## config.mk

```make
export PLATFORM = sky130hd
export DESIGN_NAME = ludl_ram
export DESIGN_NICKNAME = d
export VERILOG_FILES = /design/src/design/ludl_ram.sv
export SDC_FILE = /design/constraint.sdc
export NUM_CORES = 2
export LEC_CHECK = 0
export BUFFER_PORTS_ARGS = -buffer_cell sky130_fd_sc_hd__clkbuf_2
export CAP_MARGIN = 5
export CORE_MARGIN = 3
export CORE_UTILIZATION = 60
export CTS_CLUSTER_SIZE = 20
export DETAILED_ROUTE_END_ITERATION = 8
export GPL_ROUTABILITY_DRIVEN = 0
export PLACE_DENSITY = 0.75
export SETUP_SLACK_MARGIN = 0.4
export SYNTH_ARGS = -nofsm -noshare
export SYNTH_HDL_FRONTEND = slang
export SYNTH_SLANG_ARGS = --single-unit
```

## constraint.sdc

```tcl
create_clock -name aclk -period 6 [get_ports aclk]
set_clock_uncertainty 0.05 [all_clocks]
set_input_delay 0.6 -clock aclk [delete_from_list [all_inputs] [get_ports aclk]]
set_output_delay 0.6 -clock aclk [all_outputs]
set_load 0.05 [all_outputs]
```

## src/design/ludl_ram.sv

```systemverilog
// Generic single-port-write, single-port-read RAM with registered read.
// No dependencies.
module ludl_ram #(
    parameter int WIDTH = 32,
    parameter int DEPTH = 64
) (
    input  logic                     aclk,
    input  logic                     we,
    input  logic [$clog2(DEPTH)-1:0] waddr,
    input  logic [WIDTH-1:0]         wdata,
    input  logic [$clog2(DEPTH)-1:0] raddr,
    output logic [WIDTH-1:0]         rdata
);
    logic [WIDTH-1:0] mem [DEPTH];

    always_ff @(posedge aclk) begin
        if (we) begin
            mem[waddr] <= wdata;
        end
        rdata <= mem[raddr];
    end
endmodule

```

==> results_dict.tcl <==
set metrics [dict create \
    arrival_ps 4050 \
    path_cells "buf_8 > buf_12 > mux4_2 > mux4_2 > o22ai_1 > nor2_1" \
    run_status "finished, final reports clean" \
    whs_ps 291 \
    chipHeight_um 368 \
    required_ps 6590 \
    syn_area_per_cell_sq_um 23.6 \
    num_vias 37800 \
    route.detailed.drc 0 \
    post_cts_buffers 0 \
    ys_warn_count 0 \
    via_per_inst 6.92 \
    grt_start_max_net_pins 82 \
    synth.distinct_cells 34 \
    final_max_slew_viol_count 0 \
    cts-root-buf "clkbuf_16" \
    syn_nets 3370 \
    antenna_left 0 \
    grt_overflow 0 \
    antenna_found_initial 25 \
    insertion_delay_ps 820 \
    core_area_sq_mm 0.130 \
    cts_resized 0 \
    die_w_um 368 \
    wl_per_cell_um 35.9 \
    cpLargestDelayFamily "multiplexers" \
    tightest_slew_ps 1290 \
    drive_gt1_share_pct 29.6 \
    worstSetupEndpointType "register" \
    hold_path_class "in -> reg" \
    syn2layout_area_growth_pct 12.2 \
    register_area_sq_mm 0.0621 \
    yosys_register_bits 2080 \
    cts.path.max_buffers 3 \
    startpoint_type "input pin" \
    rsz0062_at_grt "false" \
    netlist_area_sq_mm 0.0785 \
    grt_pass1_vias 38300 \
    powerDensity_mw_per_mm2 338 \
    syn_inst 3324 \
    postCtsHoldBufs 0 \
    hold_viol_final 0 \
    drt-initial-drc-count 6391 \
    cpPeakStageDelay_ps 750 \
    multi_input_area_sq_mm 0.0160 \
    cap_violations 0 \
    crit_type "in -> reg" \
    ios 78 \
    finalSetupViolations 0 \
    cts_tree "yes" \
    grtUsageTotal_pct 29.6 \
    cts_sinks 2080 \
    io_buffer_count 77 \
    post-route-period-util_pct 57.8 \
    power.leakage_nw 27.5 \
    start_util_pct 60.6 \
    fin_tns_setup_ps 0 \
    crit_slowest_cell "o22ai_1" \
    rows 132 \
    grt_first_pass_wirelength_um 279000 \
    path_buf_inv 2 \
    fin_nets 3588 \
    vdd_drop_max_uv 310 \
    first_pass_iters 8 \
    die-area_sq_mm 0.135 \
    yosysSeqAreaShare_pct 79.1 \
    fin_crit_ps 3470 \
    cp_max_fo 80 \
    nFillCells 7625 \
    htreeDepth 4 \
    finalInstanceArea_sq_mm 0.0881 \
    fmax_ghz 0.288 \
    cts_buffers 190 \
    slew_headroom_pct 13.3 \
    place_area_sq_mm 0.0818 \
    crit_top_cell "mux4_2" \
    path_clk_slew_ps 70 \
    wl_um 196000 \
    dp_hpwl_um 104000 \
]
## cell type report
cell class | count | share of cell area [%]
antenna | 14 | 0.0398
clock buffer | 254 | 6.07
clock inverter | 101 | 0.983
multi-input combinational | 1062 | 18.1
sequential | 2080 | 70.6
tap | 1742 | 2.47
timing repair buffer | 208 | 1.75
## state kept, by name (all words and copies together), names as in the netlist
| name | count |
|---|---|
| rdata | 32 |
| mem | 2048 |
## metrics by stage
stage          utilization (%)  total power (W)  worst slack (ps)  cells
2_1_floorplan                -           0.0173              2190   3324
3_3_place_gp              63.1           0.0180              1840   5091
3_5_place_dp              63.1           0.0180              1830   5091
4_1_cts                   67.9           0.0298              2690   5446
5_1_grt                   67.9           0.0305              2530   5449
6_report                  67.9           0.0297              2530   5461
## Yosys cell counts
| master | instances | area, sq um |
|---|---|---|
| edfxtp_1 | 2048 | 61500 |
| mux4_2 | 544 | 12300 |
| nor2_1 | 137 | 514 |
| mux2i_1 | 93 | 931 |
| o22ai_1 | 84 | 526 |
| clkbuf_1 | 74 | 278 |
| a21oi_1 | 62 | 310 |
| buf_2 | 57 | 285 |
| dfxtp_1 | 32 | 641 |
| o221ai_1 | 27 | 236 |
| nand2_1 | 26 | 97.6 |
| buf_4 | 25 | 188 |
| buf_1 | 21 | 78.8 |
| nor2b_1 | 15 | 93.8 |
| a22oi_1 | 12 | 90.1 |
| a311oi_1 | 8 | 70.1 |
| nand2b_1 | 8 | 50.1 |
| nor3_1 | 7 | 35.0 |
| buf_6 | 5 | 56.3 |
| nand3_1 | 5 | 25.0 |
| nand3b_1 | 5 | 37.5 |
| a41o_1 | 4 | 40.0 |
| and3_1 | 4 | 25.0 |
| o32ai_1 | 4 | 35.0 |
| or3_1 | 3 | 18.8 |
| or3b_2 | 3 | 26.3 |
| and2_1 | 2 | 12.5 |
| nand4_1 | 2 | 12.5 |
| or3b_1 | 2 | 17.5 |
| a31oi_1 | 1 | 6.26 |
| nand4b_1 | 1 | 8.76 |
| or2_0 | 1 | 6.26 |
| or2_1 | 1 | 6.26 |
| or2_2 | 1 | 6.26 |
## cells in the final DEF, fill, tap and decap left out, drive strengths merged, types with 4 or more instances in the layout
cell and instances:
edfxtp 2048, mux4 544, clkbuf 327, nor2 137
buf 135, mux2i 93, o22ai 84, clkinv 75
a21oi 62, dfxtp 32, o221ai 27, nand2 26
nor2b 15, bufinv 15, diode 14, a22oi 12
nand2b 8, a311oi 8, clkinvlp 7, nor3 7
nand3b 5, nand3 5, or3b 5, and3 4
a41o 4, o32ai 4, inv 4
## final timing paths
check             slack (ps)          to   startpoint  cells past startpoint
hold reg to reg          750   rdata[17]  mem[28][17]                      4
setup reg to reg        3370   rdata[19]  mem[23][19]                      4
setup / recovery        2530   rdata[19]     raddr[0]                      6
hold / removal           290  mem[26][8]     wdata[8]                      1
## power by group
| part | switching, W | internal, W |
|---|---|---|
| clock network | 0.00511 | 0.00688 |
| logic | 0.00106 | 0.000533 |
| registers | 0.0000681 | 0.0161 |
## cell families (layout without fill, tap and decap cells)
| logic type | after synthesis | in the layout | share of synthesized area (%) |
|---|---|---|---|
| mux | 637 | 637 | 16.8 |
| compound gates | 202 | 202 | 1.67 |
| simple gates | 223 | 223 | 1.27 |
| other cells | 0 | 14 | 0 |
| flops | 2080 | 2080 | 79.1 |
| buf+inv | 182 | 563 | 1.13 |
## per-layer routing
metal,global-route usage [%],wire length (um)
met1,40.8,67900
met2,45.8,94500
met3,7.55,25000
met4,12.8,8710
met5,0,55
Note: power is estimated with default switching activity, not from simulation.
