--- src/design/ludl_pkg.sv ---
// Package for the Doolittle LU block: sizes, field widths, sequencer states.
// No dependencies.
package ludl_pkg;
    localparam int MAX_DIM_DEF = 8;
    localparam int ELEM_W      = 32;
    localparam int SIZE_W      = 4;
    localparam int IDX_W       = 3;
    localparam logic [SIZE_W-1:0] SIZE_RESET = 4'd8;
    localparam logic ADDR_MATRIX_SIZE = 1'b0;

    typedef enum logic [3:0] {
        ST_LOAD, ST_INIT, ST_RD, ST_MAC_RD, ST_MAC_MUL, ST_MAC_ACC, ST_FIN,
        ST_DIV, ST_WB, ST_OUT_RD, ST_OUT_WAIT, ST_OUT_HOLD
    } state_t;
endpackage

--- src/design/ludl_div.sv ---
// Restoring divider, one quotient bit per cycle: 64-bit magnitude by 32-bit magnitude.
// Uses ludl_pkg.
module ludl_div
    import ludl_pkg::*;
(
    input  logic        aclk,
    input  logic        aresetn,
    input  logic        start,
    input  logic [63:0] num,
    input  logic [31:0] den,
    output logic        done,
    output logic [63:0] quo
);
    logic [63:0] q_reg, q_next;
    logic [32:0] rem_reg, rem_next;
    logic [31:0] den_reg, den_next;
    logic [6:0]  cnt_reg, cnt_next;
    logic        busy_reg, busy_next;
    logic [32:0] trial;

    always_comb begin
        q_next    = q_reg;
        rem_next  = rem_reg;
        den_next  = den_reg;
        cnt_next  = cnt_reg;
        busy_next = busy_reg;
        trial     = {rem_reg[31:0], q_reg[63]} - {1'b0, den_reg};
        done      = 1'b0;
        if (start) begin
            q_next    = num;
            rem_next  = '0;
            den_next  = den;
            cnt_next  = 7'd64;
            busy_next = 1'b1;
        end else if (busy_reg) begin
            if (trial[32]) begin
                rem_next = {rem_reg[31:0], q_reg[63]};
                q_next   = {q_reg[62:0], 1'b0};
            end else begin
                rem_next = trial;
                q_next   = {q_reg[62:0], 1'b1};
            end
            cnt_next = cnt_reg - 7'd1;
            if (cnt_reg == 7'd1) begin
                busy_next = 1'b0;
                done      = 1'b1;
            end
        end
    end
    assign quo = q_next;

    always_ff @(posedge aclk) begin
        if (!aresetn) begin
            busy_reg <= 1'b0;
            cnt_reg  <= '0;
        end else begin
            busy_reg <= busy_next;
            cnt_reg  <= cnt_next;
        end
        q_reg   <= q_next;
        rem_reg <= rem_next;
        den_reg <= den_next;
    end
endmodule

--- config.mk ---
export PLATFORM = sky130hd
export DESIGN_NAME = ludl_div
export DESIGN_NICKNAME = d
export VERILOG_FILES = /design/src/design/ludl_pkg.sv /design/src/design/ludl_div.sv
export SDC_FILE = /design/constraint.sdc
export NUM_CORES = 1
export LEC_CHECK = 0
export BUFFER_PORTS_ARGS = -buffer_cell sky130_fd_sc_hd__buf_4
export CORE_MARGIN = 10
export CORE_UTILIZATION = 50
export DETAILED_ROUTE_END_ITERATION = 12
export PLACE_DENSITY = 0.75
export SLEW_MARGIN = 15
export SYNTH_ARGS = -nofsm -noshare
export SYNTH_HDL_FRONTEND = slang
export SYNTH_SLANG_ARGS = --single-unit
--- constraint.sdc ---
create_clock -name aclk -period 4.1 [get_ports aclk]
set_input_delay 0.82 -clock aclk [delete_from_list [all_inputs] [get_ports aclk]]
set_output_delay 0.82 -clock aclk [all_outputs]
set_load 0.01 [all_outputs]
==> results.txt, run 1 <==
Walking the worst path, the cells encountered are inv_1, ha_1, fa_2, and2b_1, o31ai_2, a211oi_2, o21ai_2, o31ai_4, a31oi_4, xnor2_4, mux2i_1, o21ai_1, buf_4. For this run, the post-layout net count is 1,076. The cell count of the worst reg-to-reg path was 13; the via count of the first global-routing pass was 5,986. After synthesis the netlist holds a flip-flop and latch count of 136. The layout overhead on the synthesized area was 27.0%; the area of the placeable core was 14,000 µm².

The worst setup path is launched from a flip-flop. The met3 capacity usage during global routing is 10.6%, and the wire length of the first global-routing pass is 29.3 mm. In this run the static leakage power is 4.08 nW. For met1 alone, demand over resource in global routing was 20.4%. The logs give 13.6 mm for the detailed placement HPWL and 0.892 for the final weighted congestion of routability-driven global placement. The tools report the endpoint type of the worst setup path as an output pin. For this run, the register share of the synthesized area comes to 41.9%. Busiest layer in global routing: met2.

The actual slew at the worst max-slew pin was 0.645 ns. The critical path capture point is quo[0]. The combined area of all synthesized cells was 7260 µm²; the synthesis warning total was 0. The run gives 0.00821 ns as the setup skew after layout. The floorplan has 43 rows.

Max-cap violations in this run came to 0. The run finished with clean final reports. Summed over all layers, the global routing overflow is 0.

The setup TNS is 0 ns, and the total power per unit cell area is 453 nW/µm². After detailed routing, the number of vias per cell comes to 5.32. The critical register-to-register path startpoint was q_reg[63].

The library cells used most frequently in the layout, excluding fill and tap cells, are sky130_fd_sc_hd__buf_4, sky130_fd_sc_hd__dfxtp_1, sky130_fd_sc_hd__nand2_1. Setup repair after global routing left no endpoint under its margin. The synthesized area per cell was 9.18 µm². The tools report the critical path data required time as 3.28 ns. The tools report the slack of the worst reg-to-reg path as 0.82 ns.

Main flop type after synthesis: sky130_fd_sc_hd__dfxtp_1. The design draws 4.18 mW. The number of antenna violations at the first check in global routing is 0, and the number of nets still failing antenna checks after routing is 0.

The global-route usage over all layers was 17.9%. Effective utilization at floorplan: 51.7%. OpenSTA, run right after detailed placement, puts the worst setup slack at 0.355 ns. The final setup slack of the worst path came out at 0.243 ns.

The logs give 164 for the I/O pin total and 386 for the detailed router's first-iteration violation count. The cell family contributing the most delay on the critical path is compound AO/OA/AOI/OAI gates. The tools report the critical register-to-register path endpoint as rem_reg[19]. The port buffer count came out at 163.

The total of hold buffers inserted after clock tree synthesis came out at 0. TritonCTS built the clock tree. The global-route track usage on met2 is 27.5%, and the post-synthesis async set-or-reset flop share is 0%. The total CTS buffers came out at 17.

The logs give 0 for the final-report setup violation count and 2 for the maximum count of clock buffers along a single path. The routed design has 18.1 mm of wire. Yosys mapped the design onto 60 distinct sky130hd cell types. Leaving out fill and tap cells, the most frequent cell in the layout is sky130_fd_sc_hd__buf_4. The worst stage delay on the critical path came out at 0.35 ns.

The number of design rule violations left after detail routing is 0, and the antenna diode count is 0. Cells with a size suffix above 1 make up 22.7% of the layout. Of the available clock period, the critical path in the final layout requires 94.1%. The largest individual stage delay along the critical path comes from the cell sky130_fd_sc_hd__fa_2. The total number of H-tree levels was 4; the post-synthesis net count was 924.

The logs give 0.259 GHz for the top achievable clock speed and 6,035 for the number of vias in the routed layout. The number of flip-flops under the largest register name is 64, and the largest net degree at the start of global routing is 91. Clock tree synthesis found a total of 136 sinks. Once placement completed, the tool counted placed cells totaling 1,097. The full die area is 19,700 µm², and the worst endpoint data arrival time is 3.04 ns. The clock-pin transition on the worst setup and hold timing paths came out at 0.06 ns. The number of flops mapped to enable cells by yosys came out at 32. In this run the worst path has a maximum fanout of 3.

The worst pin sits at a relative slew slack of 56.7%. The die is 140 µm wide. The cell count after synthesis was 790; the wire length per cell was 15.9 µm. The tools report the count of non-filler cells in the finished layout as 1,135.

The CTS root buffer is sky130_fd_sc_hd__clkbuf_16. The tightest min-delay check is of the reg -> reg type. The logs give 0 for the number of pins exceeding their max-slew limit in the final report and 4 for the number of iterations in the first detailed-routing pass.

The logs give 0.343 mV for the maximum vdd ir drop and 0.42 ns for the insertion delay to the later sink of the worst-skew pair. The floorplan step set the die height to 140 µm. The count of buffering cells on the critical path with inverters included works out to 2. The clock period minus final worst setup slack was 3.86 ns; the number of cells on the critical path was 13. The tools report the critical path startpoint as q_reg[63]. The worst setup path category is reg -> out. The run gives 0 as the count of final hold-check violations.
## layout make-up
class | instances | area, µm²
clock buffer | 22 | 475
clock inverter | 10 | 90.1
fill | 1181 | 4830
inverter | 42 | 158
multi-input combinational | 568 | 3860
sequential | 136 | 3050
tap | 180 | 225
timing repair buffer | 177 | 1360
## worst register-to-register path, delay by kind of cell (launching register included)
family                   cells  cell delay (ns)
buffers and inverters        2             0.52
XOR/XNOR                     1             0.18
AND/OR/NAND/NOR              2             0.39
flip-flops                   1             0.34
adder cells (fa/ha/maj)      2             0.56
AO/OA/AOI/OAI                6             1.17
## logic make-up (layout without fill, tap and decap cells)
family / count (synthesis) / after routing / synth area share, %
and+or+nand+nor: 213 / 213 / 13.3
DFF: 136 / 136 / 41.9
AOI/OAI and AO/OA: 198 / 198 / 17.2
muxes: 89 / 89 / 12.3
xor gates and xnor gates: 33 / 33 / 4.09
buffers and inverters: 86 / 251 / 5.04
adders and majority gates: 35 / 35 / 6.14
## power by group
group	leakage (nW)	switching (mW)	internal [mW]	total, mW
combinational	2.62	0.575	0.525	1.10
clock	0.285	0.581	0.888	1.47
sequential	1.18	0.0928	1.52	1.61
## worst min-delay path by stage
stage | slack, ns | startpoint | endpoint | depth (start not counted)
after global routing | 0.52 | rem_reg[10] | rem_reg[10] | 2
after detailed placement | 0.49 | cnt_reg[1] | cnt_reg[1] | 2
final | 0.50 | cnt_reg[1] | cnt_reg[1] | 2
after CTS | 0.50 | cnt_reg[1] | cnt_reg[1] | 2
after global placement | 0.49 | cnt_reg[1] | cnt_reg[1] | 2
after floorplan | 0.47 | cnt_reg[1] | cnt_reg[1] | 2
## per-layer routing
layer	share of wire (%)	up-vias	wire (µm)
met1	43	2739	7840
met5	0	-	0
met3	11	16	1950
met4	1.1	0	206
li1	-	3127	-
met2	45	153	8080
## per-stage QoR
| step | utilization [%] | hold WS [ns] | cell area (µm²) |
|---|---|---|---|
| finish | 65.6 | 0.495 | 9220 |
| global route | 65.6 | 0.520 | 9220 |
| CTS | 65.5 | 0.497 | 9200 |
| detailed placement | 61.2 | 0.489 | 8600 |
| global placement | 61.2 | 0.486 | 8600 |
| floorplan | - | 0.469 | 7260 |
## synth_stat cells (3+ instances only)
| cell | n | area share [%] |
|---|---|---|
| sky130_fd_sc_hd__o211ai_1 | 6 | 0.62 |
| sky130_fd_sc_hd__ha_1 | 34 | 5.9 |
| sky130_fd_sc_hd__dfxtp_1 | 104 | 29 |
| sky130_fd_sc_hd__a221o_1 | 3 | 0.41 |
| sky130_fd_sc_hd__a21o_1 | 7 | 0.72 |
| sky130_fd_sc_hd__a21oi_1 | 33 | 2.3 |
| sky130_fd_sc_hd__nand3_1 | 11 | 0.76 |
| sky130_fd_sc_hd__nor4_1 | 5 | 0.43 |
| sky130_fd_sc_hd__o21a_1 | 5 | 0.52 |
| sky130_fd_sc_hd__o21ai_0 | 87 | 6.0 |
| sky130_fd_sc_hd__xor2_1 | 12 | 1.4 |
| sky130_fd_sc_hd__edfxtp_1 | 32 | 13 |
| sky130_fd_sc_hd__nor2b_1 | 3 | 0.26 |
| sky130_fd_sc_hd__mux2i_1 | 89 | 12 |
| sky130_fd_sc_hd__inv_1 | 42 | 2.2 |
| sky130_fd_sc_hd__a211oi_1 | 29 | 3.0 |
| sky130_fd_sc_hd__nor3_1 | 4 | 0.28 |
| sky130_fd_sc_hd__nor2_1 | 59 | 3.1 |
| sky130_fd_sc_hd__clkbuf_1 | 31 | 1.6 |
| sky130_fd_sc_hd__buf_1 | 8 | 0.41 |
| sky130_fd_sc_hd__nand2b_1 | 9 | 0.78 |
| sky130_fd_sc_hd__and3_1 | 8 | 0.69 |
| sky130_fd_sc_hd__or3_1 | 3 | 0.26 |
| sky130_fd_sc_hd__nand4_1 | 3 | 0.26 |
| sky130_fd_sc_hd__nor3b_1 | 8 | 0.83 |
| sky130_fd_sc_hd__o21bai_1 | 5 | 0.52 |
| sky130_fd_sc_hd__xnor2_1 | 20 | 2.4 |
| sky130_fd_sc_hd__nand2_1 | 91 | 4.7 |
| sky130_fd_sc_hd__nor4b_1 | 3 | 0.36 |
## what timing repair did
| action | 4_1_cts | 5_1_grt |
|---|---|---|
| pin swaps | 5 | 5 |
| gates resized for setup | 2 | 1 |
| setup endpoints to repair | 1 | 1 |
| endpoints found under the hold margin | 0 | 0 |
| buffers inserted | 4 | 2 |
(Power assumes the default switching activity.)
==> run 2: changes to the inputs <==
--- a/config.mk
+++ b/config.mk
@@ -9,7 +9,8 @@
 export CORE_MARGIN = 10
 export CORE_UTILIZATION = 50
 export DETAILED_ROUTE_END_ITERATION = 12
-export PLACE_DENSITY = 0.75
+export PLACE_DENSITY = 0.73
+export REMOVE_ABC_BUFFERS = 1
 export SLEW_MARGIN = 15
 export SYNTH_ARGS = -nofsm -noshare
 export SYNTH_HDL_FRONTEND = slang
==> results.txt, run 2 (synthesis results as in run 1) <==
The tools report the maximum vdd ir drop as 0.350 mV (+2.0%). For the detailed placement HPWL, the log shows 13.1 mm (-3.2%). The critical path data required time is 3.28 ns (about the same), and the actual slew at the worst max-slew pin is 0.916 ns (+0.272 ns). The total number of H-tree levels is 4 (unchanged), and the total CTS buffers is 17 (unchanged). The wire length per cell came out at 15.8 µm (-0.85%). Total of max-cap violations: 0 (unchanged).

The sequential fraction of design power was 37.8% (-0.7 points). The number of antenna violations at the first check in global routing came out at 0 (unchanged). The relative slew slack is 38.9% (-18 points). The number of pins exceeding their max-slew limit in the final report was 0 (unchanged). The total power per unit cell area was 458 nW/µm² (+1.0%); the I/O pin total was 164 (unchanged).

The tools report the clock group share of total power as 35.9% (+0.7 points). The number of flip-flops under the largest register name was 64 (unchanged). The antenna diode count was 0 (unchanged). The run finished with clean final reports. The worst setup path is launched from a flip-flop. The run gives 3.11 ns (+0.07 ns) as the worst endpoint data arrival time. Global-route usage over all layers: 17.8% (-0.042 points).

The logs give 26.3% (about the same) for the share of power burned in combinational logic and 9220 µm² (about the same) for the summed area of non-filler cells in the final layout. The number of design rule violations left after detail routing was 0 (unchanged); the number of nets still failing antenna checks after routing was 0 (unchanged). The worst hold slack was 0.496 ns (+0.000382 ns); the height of the die was 140 µm (unchanged).

The share of post-route cells with drive strength above 1 works out to 22.9% (+0.20 points). The final period utilization is 95.9% (+1.8 points), and the layout overhead on the synthesized area is 27.1% (about the same). For the insertion delay to the later sink of the worst-skew pair, the log shows 0.42 ns (about the same). The die outline width came out at 140 µm (unchanged). The effective utilization at floorplan was 51.7% (unchanged); the final wirelength was 17.9 mm (-1.2%).

The number of iterations in the first detailed-routing pass came out at 5 (+1). The average vias per placed instance came out at 5.32 (+0.14%). The top cell types in the final layout, fill and taps aside, are sky130_fd_sc_hd__buf_4, sky130_fd_sc_hd__dfxtp_1, sky130_fd_sc_hd__nand2_1.

The switching fraction of total power is 29.6% (-0.29 points). The net switching power figure was 1.25 mW (+0.12%); the number of vias in the routed layout was 6,022 (-0.22%). The tools report the internal power contribution as 2.97 mW (+1.5%).

The endpoint type of the worst setup path is an output pin. The library cell used most frequently in the layout, excluding fill and tap cells, is sky130_fd_sc_hd__buf_4. Full die area: 19,700 µm² (unchanged).

The clock-pin transition on the worst setup and hold timing paths came out at 0.06 ns (about the same). The largest net degree at the start of global routing is 145 (+59%), and the count of clock tree sinks is 136 (unchanged). In this run the clock root is driven by a sky130_fd_sc_hd__clkbuf_16. TritonCTS built the clock tree. For the maximum count of clock buffers along a single path, the log shows 2 (unchanged). The run gives 29.2 mm (-0.28%) as the wire length of the first global-routing pass. The tools report the cell area after placement as 8570 µm² (-0.41%). The count of final hold-check violations was 0 (unchanged); the via count of the first global-routing pass was 6,026 (+0.67%).

The run gives 14,000 µm² (unchanged) as the area of the placeable core. The detailed router's first-iteration violation count was 295 (-24%); the port buffer count was 163 (unchanged). The top achievable clock speed was 0.254 GHz (-1.9%).

The worst setup path category was reg -> out. The clock period minus final worst setup slack came out at 3.93 ns (+0.0749 ns). For the setup skew after layout, the log shows 0.00952 ns (+0.00131 ns). Worst min-delay path class: reg -> reg. The tools report the final weighted congestion of routability-driven global placement as 0.840 (-5.8%). For the final-report setup violation count, the log shows 0 (unchanged).

The logs give 0 (unchanged) for the total congestion overflow and 43 (unchanged) for the floorplan row count. The number of nets in the finished design is 1,073 (-0.28%), and the total leakage power is 4.08 nW (-0.11%). The largest fanout of any net on the critical path was 4 (+1).
-- run 2: cell count changes in the layout (fill, tap and decap cells not counted), moves of 2 or more --
cell                        change
sky130_fd_sc_hd__clkinv_2       -2
sky130_fd_sc_hd__clkbuf_8       +2
sky130_fd_sc_hd__clkbuf_1       -2
sky130_fd_sc_hd__clkbuf_16      +2
sky130_fd_sc_hd__buf_4          -2
-- run 2: final cells by class --
cell class	count	area, µm²
fillers	1164	4820
multi-input cells	568	3870
flip-flops and latches	136	3050
repair buffers	174	1320
clock buffers	24	546
well taps	180	225
inverters	42	158
clock inverters	7	50.0
-- run 2: what timing repair did --
item / in CTS / in global routing
endpoints found under the hold margin: 0 / 0
resized for setup: 4 / 2
endpoints found under the setup margin: 1 / 1
buffers inserted: 3 / 3
pin swaps: 4 / 5
cloned: 0 / 0
hold buffers: 0 / 0
-- run 2: metal layers --
metal  vias to the layer above  share of wire, %  track usage (%)  routed length, µm
met5                         -                 0                0                  0
met4                         0               1.1             4.95                195
met3                        17                12             10.9               2080
met2                       157                45             27.6               8020
met1                      2728                42             20.1               7570
li1                       3120                 -                -                  -
-- run 2: power by group through the flow --
stage          Combinational, mW  Clock, mW  Sequential (mW)
2_1_floorplan              0.727          0             1.63
3_3_place_gp                1.09          0             1.62
3_5_place_dp                1.10          0             1.62
4_1_cts                     1.12       1.54             1.59
5_1_grt                     1.24       1.60             1.61
6_report                    1.11       1.51             1.59
-- run 2: final timing paths --
check	from	to	cells after the start	slack (ns)
setup / recovery	den_reg[0]	quo[0]	12	0.17
hold / removal	cnt_reg[1]	cnt_reg[1]	2	0.50
setup reg to reg	den_reg[0]	rem_reg[1]	12	0.76
hold reg to reg	cnt_reg[1]	cnt_reg[1]	2	0.50
-- run 2: stage by stage --
stage               power, mW  std cells  worst slack, ns  setup TNS (ns)  utilization, %
global placement         2.71       1094            0.399               0            61.0
detailed placement       2.72       1094            0.278               0            61.0
CTS                      4.25       1128           0.0211               0            65.4
floorplan                2.35        746           -0.841          -66.52               -
global route             4.45       1131          -0.0150         -0.0150            65.7
finish                   4.22       1131            0.168               0            65.7
-- run 2: worst max-delay path: stages (launching register included) --
cell	delay (ns)
sky130_fd_sc_hd__edfxtp_1	0.37
sky130_fd_sc_hd__ha_2	0.19
sky130_fd_sc_hd__fa_2	0.36
sky130_fd_sc_hd__and2b_1	0.24
sky130_fd_sc_hd__o31ai_2	0.08
sky130_fd_sc_hd__a211oi_2	0.26
sky130_fd_sc_hd__o21ai_2	0.12
sky130_fd_sc_hd__o31ai_4	0.23
sky130_fd_sc_hd__a31oi_4	0.17
sky130_fd_sc_hd__xnor2_4	0.22
sky130_fd_sc_hd__mux2i_2	0.11
sky130_fd_sc_hd__o21ai_2	0.18
sky130_fd_sc_hd__buf_4	0.16
==> run 3: changes to the inputs <==
==> constraint.sdc (replaced) <==
create_clock -name aclk -period 4.9 [get_ports aclk]
set_input_delay 0.98 -clock aclk [delete_from_list [all_inputs] [get_ports aclk]]
set_output_delay 0.98 -clock aclk [all_outputs]
set_load 0.01 [all_outputs]
==> results.txt, run 3 (synthesis results as in run 1) <==
The flow ran to the end, and the final reports show no timing, DRC or antenna violations. The relative slew slack is 23.9% (-15 points). The clock-pin transition on the worst setup and hold timing paths works out to 0.06 ns (about the same). The sequential fraction of design power came out at 38.4% (+0.6 points).

The run gives 2.46 mW (-17%) as the internal power contribution. Kind of launch point of the worst setup path: a flip-flop. The actual slew at the worst max-slew pin is 1.14 ns (+0.225 ns).

The detailed router's first-iteration violation count came out at 353 (+20%). The clock group share of total power is 35.9% (about the same), and the via count of the first global-routing pass is 6,101 (+1.2%). The top achievable clock speed is 0.226 GHz, and the worst slack at placement is 1.00 ns (+0.724 ns). The number of antenna violations at the first check in global routing was 0 (unchanged). In the layout the commonest cells are sky130_fd_sc_hd__buf_4, sky130_fd_sc_hd__dfxtp_1, sky130_fd_sc_hd__nand2_1. The run gives 0 (-3) as the number of buffers added for setup after CTS. The number of nets in the finished design is 1,068 (-0.47%), and the layout overhead on the synthesized area is 26.1%. The number of filler cells placed in the layout came out at 1,225 (+5.2%). The largest fanout of any net on the critical path was 5 (+1). The run gives 43 (unchanged) as the floorplan row count. The maximum count of clock buffers along a single path is 2 (unchanged), and the insertion delay to the later sink of the worst-skew pair is 0.42 ns (about the same). The I/O pin total came out at 164 (unchanged). The antenna diode count is 0 (unchanged), and the maximum vdd ir drop is 0.279 mV (-20%).

Setup repair after global routing left no endpoint under its margin. Total leakage power: 4.05 nW (-0.83%). The tools report the area of the placeable core as 14,000 µm² (unchanged). The total length of routed met3 wires is 2.13 mm (+2.7%).

The tools report the count of final hold-check violations as 0 (unchanged). The number of vias in the routed layout was 5,971 (-0.85%). The library cell used most frequently in the layout, excluding fill and tap cells, is sky130_fd_sc_hd__buf_4.

For the count of clock tree sinks, the log shows 136 (unchanged). The share of post-route cells with drive strength above 1 is 22.1% (-0.85 points). The critical path is of the reg -> out type. The full die area came out at 19,700 µm² (unchanged). The number of iterations in the first detailed-routing pass was 4 (-1); the total of hold buffers inserted after clock tree synthesis was 0 (unchanged). The number of pins exceeding their max-slew limit in the final report was 0 (unchanged); the total number of H-tree levels was 4 (unchanged). The logs give 3.45 ns (+0.34 ns) for the worst endpoint data arrival time and 0 (unchanged) for the final-report setup violation count. The tools report the total CTS buffers as 17 (unchanged). Effective utilization at floorplan: 51.7% (unchanged).

The tree is rooted in a sky130_fd_sc_hd__clkbuf_16. The tools report the post-cts resize count as 0 (-4). The tightest min-delay check is of the reg -> reg type. Port buffer count: 163 (unchanged).

Endpoint type of the worst setup path: an output pin. Area taken by flip-flops and latches: 3050 µm² (about the same). The number of design rule violations left after detail routing is 0 (unchanged).

The core occupancy in the finished layout is 65.2% (-0.49 points). The largest net degree at the start of global routing was 156 (+7.6%); the clock period minus final worst setup slack was 4.43 ns. The final setup slack of the worst path was 0.473 ns (+0.304 ns); the average vias per placed instance was 5.30 (-0.49%). The run gives 3.52 mW (-17%) as the power after layout. The tools report the critical path data required time as 3.92 ns (+0.64 ns). The number of nets still failing antenna checks after routing was 0 (unchanged); the total power per unit cell area was 385 nW/µm² (-16%).

The area occupied by multi-input gates is 3860 µm² (-0.32%), and the total met2 wirelength after detailed routing is 8.13 mm (+1.4%). The total congestion overflow was 0 (unchanged). The logs give 18.0 mm (+0.86%) for the final wirelength and 29.8 mm (+1.8%) for the wire length of the first global-routing pass. TritonCTS built the clock tree. The switching fraction of total power came out at 30.1% (+0.52 points).

The final period utilization was 90.4%. The number of flip-flops under the largest register name is 64 (unchanged), and the total of max-cap violations is 0 (unchanged). The global-route usage over all layers is 18.1% (+0.30 points).

In this run the top signal layer used is met4. The final weighted congestion of routability-driven global placement was 0.827 (-1.5%); the die outline width was 140 µm (unchanged). The detailed placement HPWL is 13.2 mm (+0.53%), and the routed length on met1 is 7.63 mm (+0.86%). The height of the die is 140 µm (unchanged). The run gives 25.7% (-0.6 points) as the share of power burned in combinational logic. The wire length per cell was 16.0 µm (+1.2%); the setup skew after layout was 0.0137 ns (+0.00419 ns). The net switching power figure is 1.06 mW (-15%).
-- run 3: metal layers --
metal | vias to the layer above | track usage (%)
li1 | 3098 | -
met1 | 2703 | 20.7
met2 | 161 | 28.3
met3 | 9 | 11.0
met4 | 0 | 4.29
met5 | - | 0
-- run 3: metrics by stage --
step / area [µm²] / hold WS [ns] / TNS [ns] / cells
finish: 9150 / 0.494 / 0 / 1127
global route: 9150 / 0.533 / 0 / 1127
CTS: 9150 / 0.500 / 0 / 1127
global placement: 8560 / 0.488 / 0 / 1095
detailed placement: 8560 / 0.492 / 0 / 1095
floorplan: 7050 / 0.469 / -12.92 / 746
-- run 3: final timing paths --
check        startpoint    endpoint  slack, ns  cells after the start
max           q_reg[63]      quo[0]       0.47                     13
min reg2reg  cnt_reg[1]  cnt_reg[1]       0.49                      2
max reg2reg   q_reg[63]  rem_reg[1]       1.28                     13
min          cnt_reg[1]  cnt_reg[1]       0.49                      2
-- run 3: worst max-delay path, stage by stage, from the launching register on --
cell                       delay, ns
sky130_fd_sc_hd__dfxtp_1        0.35
sky130_fd_sc_hd__inv_1          0.05
sky130_fd_sc_hd__ha_1           0.21
sky130_fd_sc_hd__fa_1           0.42
sky130_fd_sc_hd__and2b_1        0.25
sky130_fd_sc_hd__o31ai_2        0.08
sky130_fd_sc_hd__a211oi_2       0.28
sky130_fd_sc_hd__o21ai_2        0.13
sky130_fd_sc_hd__o31ai_4        0.30
sky130_fd_sc_hd__a31oi_4        0.19
sky130_fd_sc_hd__xnor2_4        0.22
sky130_fd_sc_hd__mux2i_1        0.10
sky130_fd_sc_hd__o21ai_0        0.27
sky130_fd_sc_hd__buf_4          0.19
-- run 3: power groups by stage --
stage               clock network (mW)  logic, mW  registers (mW)
floorplan                            0      0.608            1.36
global placement                     0      0.895            1.37
detailed placement                   0      0.903            1.37
CTS                               1.29      0.912            1.35
global route                      1.33       1.01            1.37
finish                            1.27      0.906            1.35
-- run 3: cell type report --
class                           instances  area share [%]
Clock inverter                         11            1.19
Timing Repair Buffer                  169            13.9
Sequential cell                       136            33.3
Clock buffer                           21            5.26
Inverter                               42            1.72
Multi-Input combinational cell        568            42.2
Tap cell                              180            2.46
